`config.mk`:
```
export PLATFORM = sky130hd
export DESIGN_NAME = nsfa_div_pair
export DESIGN_NICKNAME = d
export VERILOG_FILES = /design/src/rtl/nsfa_div_cell.sv /design/src/rtl/nsfa_div_pair.sv
export SDC_FILE = /design/constraint.sdc
export NUM_CORES = 2
export LEC_CHECK = 0
export BUFFER_PORTS_ARGS = -buffer_cell sky130_fd_sc_hd__buf_4
export CAP_MARGIN = 0
export CORE_UTILIZATION = 40
export CTS_CLUSTER_DIAMETER = 50
export DETAILED_ROUTE_END_ITERATION = 10
export REMOVE_ABC_BUFFERS = 1
export SYNTH_ARGS = -nofsm -noshare
export SYNTH_HDL_FRONTEND = slang
export SYNTH_SLANG_ARGS = --single-unit
```
`constraint.sdc`:
```
create_clock -name clk -period 7.5 [get_ports clk]
set_clock_uncertainty 0.05 [all_clocks]
set_input_delay 0.75 -clock clk [delete_from_list [all_inputs] [get_ports clk]]
set_output_delay 0.75 -clock clk [all_outputs]
set_load 0.1 [all_outputs]
```
`src/rtl/nsfa_div_cell.sv`:
```
// One cell of the pipelined restoring divider: settles one quotient bit of two lanes.
// Uses no package; widths come from parameters of the divider chain.
module nsfa_div_cell #(
  parameter int NUM_W  = 25,
  parameter int DEN_W  = 13,
  parameter int Q_W    = 25,
  parameter int SIDE_W = 1,
  parameter int BIT    = 0
) (
  input  logic              clk,
  input  logic              rst_n,
  input  logic              in_valid,
  input  logic [NUM_W-1:0]  in_rem_a,
  input  logic [NUM_W-1:0]  in_rem_b,
  input  logic [DEN_W-1:0]  in_den_a,
  input  logic [DEN_W-1:0]  in_den_b,
  input  logic [Q_W-1:0]    in_q_a,
  input  logic [Q_W-1:0]    in_q_b,
  input  logic [SIDE_W-1:0] in_side,
  output logic              out_valid,
  output logic [NUM_W-1:0]  out_rem_a,
  output logic [NUM_W-1:0]  out_rem_b,
  output logic [DEN_W-1:0]  out_den_a,
  output logic [DEN_W-1:0]  out_den_b,
  output logic [Q_W-1:0]    out_q_a,
  output logic [Q_W-1:0]    out_q_b,
  output logic [SIDE_W-1:0] out_side
);

  localparam int CW = NUM_W + DEN_W;

  logic [CW-1:0]    trial_a, trial_b, ext_a, ext_b, diff_a, diff_b;
  logic             ge_a, ge_b;
  logic             valid_r;
  logic [NUM_W-1:0] rem_a_r, rem_b_r, rem_a_nxt, rem_b_nxt;
  logic [DEN_W-1:0] den_a_r, den_b_r;
  logic [Q_W-1:0]   q_a_r, q_b_r, q_a_nxt, q_b_nxt;
  logic [SIDE_W-1:0] side_r;

  // Trial subtract of the shifted divisor in both lanes
  always_comb begin
    trial_a   = {{NUM_W{1'b0}}, in_den_a} << BIT;
    trial_b   = {{NUM_W{1'b0}}, in_den_b} << BIT;
    ext_a     = {{DEN_W{1'b0}}, in_rem_a};
    ext_b     = {{DEN_W{1'b0}}, in_rem_b};
    ge_a      = ext_a >= trial_a;
    ge_b      = ext_b >= trial_b;
    diff_a    = ext_a - trial_a;
    diff_b    = ext_b - trial_b;
    rem_a_nxt = ge_a ? diff_a[NUM_W-1:0] : in_rem_a;
    rem_b_nxt = ge_b ? diff_b[NUM_W-1:0] : in_rem_b;
    q_a_nxt      = in_q_a;
    q_b_nxt      = in_q_b;
    q_a_nxt[BIT] = ge_a;
    q_b_nxt[BIT] = ge_b;
  end

  // Hand the partial result to the next cell
  always_ff @(posedge clk) begin
    if (!rst_n) begin
      valid_r <= 1'b0;
    end else begin
      valid_r <= in_valid;
    end
    rem_a_r <= rem_a_nxt;
    rem_b_r <= rem_b_nxt;
    den_a_r <= in_den_a;
    den_b_r <= in_den_b;
    q_a_r   <= q_a_nxt;
    q_b_r   <= q_b_nxt;
    side_r  <= in_side;
  end

  assign out_valid = valid_r;
  assign out_rem_a = rem_a_r;
  assign out_rem_b = rem_b_r;
  assign out_den_a = den_a_r;
  assign out_den_b = den_b_r;
  assign out_q_a   = q_a_r;
  assign out_q_b   = q_b_r;
  assign out_side  = side_r;

endmodule

```
`src/rtl/nsfa_div_pair.sv`:
```
// Two-lane pipelined divider built as a chain of nsfa_div_cell, one quotient bit per cell.
// Depends on nsfa_div_cell. Quotient is exact while num < den * 2**Q_W.
module nsfa_div_pair #(
  parameter int NUM_W  = 25,
  parameter int DEN_W  = 13,
  parameter int Q_W    = 25,
  parameter int SIDE_W = 1
) (
  input  logic              clk,
  input  logic              rst_n,
  input  logic              in_valid,
  input  logic [NUM_W-1:0]  in_num_a,
  input  logic [NUM_W-1:0]  in_num_b,
  input  logic [DEN_W-1:0]  in_den_a,
  input  logic [DEN_W-1:0]  in_den_b,
  input  logic [SIDE_W-1:0] in_side,
  output logic              out_valid,
  output logic [Q_W-1:0]    out_q_a,
  output logic [Q_W-1:0]    out_q_b,
  output logic [SIDE_W-1:0] out_side
);

  logic              v    [0:Q_W];
  logic [NUM_W-1:0]  rem_a[0:Q_W];
  logic [NUM_W-1:0]  rem_b[0:Q_W];
  logic [DEN_W-1:0]  den_a[0:Q_W];
  logic [DEN_W-1:0]  den_b[0:Q_W];
  logic [Q_W-1:0]    q_a  [0:Q_W];
  logic [Q_W-1:0]    q_b  [0:Q_W];
  logic [SIDE_W-1:0] side [0:Q_W];

  // Feed the head of the chain
  assign v[0]     = in_valid;
  assign rem_a[0] = in_num_a;
  assign rem_b[0] = in_num_b;
  assign den_a[0] = in_den_a;
  assign den_b[0] = in_den_b;
  assign q_a[0]   = '0;
  assign q_b[0]   = '0;
  assign side[0]  = in_side;

  // Settle quotient bits from the top down
  for (genvar i = 0; i < Q_W; i++) begin : g_cell
    nsfa_div_cell #(
      .NUM_W (NUM_W),
      .DEN_W (DEN_W),
      .Q_W   (Q_W),
      .SIDE_W(SIDE_W),
      .BIT   (Q_W - 1 - i)
    ) u_cell (
      .clk      (clk),
      .rst_n    (rst_n),
      .in_valid (v[i]),
      .in_rem_a (rem_a[i]),
      .in_rem_b (rem_b[i]),
      .in_den_a (den_a[i]),
      .in_den_b (den_b[i]),
      .in_q_a   (q_a[i]),
      .in_q_b   (q_b[i]),
      .in_side  (side[i]),
      .out_valid(v[i+1]),
      .out_rem_a(rem_a[i+1]),
      .out_rem_b(rem_b[i+1]),
      .out_den_a(den_a[i+1]),
      .out_den_b(den_b[i+1]),
      .out_q_a  (q_a[i+1]),
      .out_q_b  (q_b[i+1]),
      .out_side (side[i+1])
    );
  end

  assign out_valid = v[Q_W];
  assign out_q_a   = q_a[Q_W];
  assign out_q_b   = q_b[Q_W];
  assign out_side  = side[Q_W];

endmodule

```
==> out/qor.csv <==
metric,value,unit
slew at the pin with the worst max-slew slack,1060,ps
RSZ-0062 raised after global routing,false,
Hold WS,160,ps
peak fanout along the critical path,30,
Resized Gates After CTS,0,
synthesized area,0.0832,mm²
pwr dens,417,mW/mm²
placed inst area,0.0874,mm²
Peak VDD IR,0.280,mV
asr flop ratio synth,0,%
Longest Clk Path Bufs,4,
area of the multi-input gates,0.0299,mm²
chip height,458,µm
Core Footprint,0.207,mm²
"Reg clk slew, reported paths",60,ps
vias per cell,4.78,
first-pass GRT wire length,257000,µm
Slew Limit Fails,0,
P_sw,12.2,mW
Finished Cell Area,0.0979,mm²
vias,51000,
total CTS buffers,297,
clock period minus worst slack,3700,ps
Tot GR Track Use,14.9,%
post-CTS setup buffer count,0,
FMAX,270,MHz
internal power,28.7,mW
crit path launch type,register,
final net count,8370,
Clock power frac,34.2,%
Placement Setup Slack,3770,ps
Sequential Area,0.0505,mm²
Pre-antenna DRT Iters,6,
final setup violation count,0,
maxcap violations,0,
worst hold path class,in -> reg,
Sw Share,29.8,%
status,"complete, no violations",
ratio of cells with drive above 1 in the final layout,10.9,%
#FFs+latches synth,2524,
total congestion overflow,0,
"Distinct cells, synth",81,
critical path class,reg -> reg,
IO buf count,131,
Mean Syn Cell Area,11.4,µm²
DR iter-0 viols,2280,
Post-DRT Antenna Nets,0,
die width,458,µm
CP Data Arrival Time,4470,ps
initial antenna violation count,0,
Leak,42.4,nW
"Warnings, synthesis",0,
most frequent cells in the layout,"2524 x dfxtp_1, 643 x inv_1, 494 x ha_1, 356 x nor2_1, 330 x a21oi_1",
"Top FF cell, synth",dfxtp_1,
clock root cell,clkbuf_16,
# IOs,132,
wire per inst,14.8,µm
CP endpoint kind,register,
number of flops mapped to enable cells by yosys,0,
total chip power,40.8,mW
die area,0.210,mm²
GP Congestion,0.901,
DP HPWL,118000,µm
# diodes,0,
Fill cells,18600,
WL final,158000,µm
Worst-Skew Late Latency,920,ps
H-tree Lvls,5,
fin crit share,49.4,%
Layout Area Growth over Synthesis,17.7,%
"commonest non-fill, non-tap cell in the layout",dfxtp_1,
pin count of the biggest net entering global routing,32,
relative slew slack,29.3,%
Comb pwr share,24.7,%
sequential-to-total area share from yosys stat,60.8,%
setup ws final,3800,ps
Final Hold Fails,0,
initial core utilization,40.2,%
Post-Route Setup TNS,0,ps
vias in the first global route,52500,
worst path required time,8270,ps
DRC viols,0,
Flop pwr share,41.1,%
TritonCTS clock tree,yes,
clk sinks,2524,
post-synthesis cell count,7312,
FP Rows,167,
## flip-flops by register name (all words and copies together) (netlist names)
| name | cells |
|---|---|
| g_cell.u_cell.out_rem_b | 600 |
| g_cell.u_cell.out_valid | 25 |
| g_cell.u_cell.out_side | 25 |
| g_cell.u_cell.out_den_b | 312 |
| g_cell.u_cell.out_q_b | 325 |
| g_cell.u_cell.out_den_a | 312 |
| g_cell.u_cell.out_q_a | 325 |
| g_cell.u_cell.out_rem_a | 600 |
## per-layer routing
layer	share of wire (%)	global-route usage, %
met1	39	14.9
met2	52	28.6
met3	3.1	2.56
met4	5.5	8.70
met5	0	0
## metrics by stage
| stage | utilization (%) | instances |
|---|---|---|
| after floorplan | - | 7228 |
| after global placement | 42.2 | 10100 |
| after detailed placement | 42.2 | 10100 |
| after CTS | 47.3 | 10700 |
| after global routing | 47.3 | 10700 |
| final | 47.3 | 10700 |
## cells by family after synthesis
kind of cell | Yosys count | synth area share [%]
AND/OR/NAND/NOR | 1610 | 10.3
flip-flops | 2524 | 60.8
buffers and inverters | 735 | 3.34
AO/OA/AOI/OAI | 1259 | 9.67
multiplexers | 237 | 3.14
XOR/XNOR | 409 | 4.31
adder cells (fa/ha/maj) | 538 | 8.49
## critical path: stages, from the launching register on
cell	delay, ps
dfxtp_1	320
inv_1	40
ha_1	220
or4_4	550
or3_4	360
or4_1	450
or4_4	550
a31oi_4	620
inv_2	180
nand3_1	160
xnor2_1	120
## final timing paths
check	start	end	slack, ps	cells past startpoint
max	g_cell[20].u_cell.out_den_a[12]	g_cell[21].u_cell.out_rem_a[23]	3800	10
min	rst_n	g_cell[24].u_cell.out_valid	160	2
max reg2reg	g_cell[20].u_cell.out_den_a[12]	g_cell[21].u_cell.out_rem_a[23]	3800	10
min reg2reg	g_cell[18].u_cell.out_q_a[24]	g_cell[19].u_cell.out_q_a[24]	240	0
## power by group through the flow
stage | registers, mW | clock network (mW) | logic [mW]
3_5_place_dp | 17.1 | 0 | 9.95
3_3_place_gp | 17.1 | 0 | 9.78
2_1_floorplan | 16.8 | 0 | 7.73
5_1_grt | 17.0 | 15.0 | 11.3
4_1_cts | 16.8 | 14.4 | 10.1
6_report | 16.8 | 14.0 | 10.1
## repair_timing
action                                 CTS  global route
hold buffers                            78             0
endpoints found under the hold margin   78             0
setup endpoints to repair                0             0
## area by class of cell
cell class | count | area share, %
clock buffer | 387 | 8.47
clock inverter | 126 | 1.49
inverter | 651 | 2.50
multi-input combinational | 4053 | 30.5
sequential | 2524 | 51.6
tap | 2704 | 3.46
timing repair buffer | 225 | 1.92
## cell usage after synthesis, types with 76 or more instances
cell / instances / area, µm²
a21o_1: 124 / 931
nand4_1: 76 / 475
ha_1: 494 / 6180
mux2_2: 189 / 2130
nand2_1: 324 / 1220
nor4_1: 161 / 1010
a21oi_1: 331 / 1660
nor2_1: 356 / 1340
nand2b_1: 84 / 526
xnor2_1: 236 / 2070
dfxtp_1: 2524 / 50500
xor2_1: 173 / 1520
inv_1: 643 / 2410
o21ai_0: 323 / 1620
nor3_1: 125 / 626
nor2b_1: 91 / 569
o21a_1: 91 / 683
No activity file was read; power rests on OpenSTA's default activity.
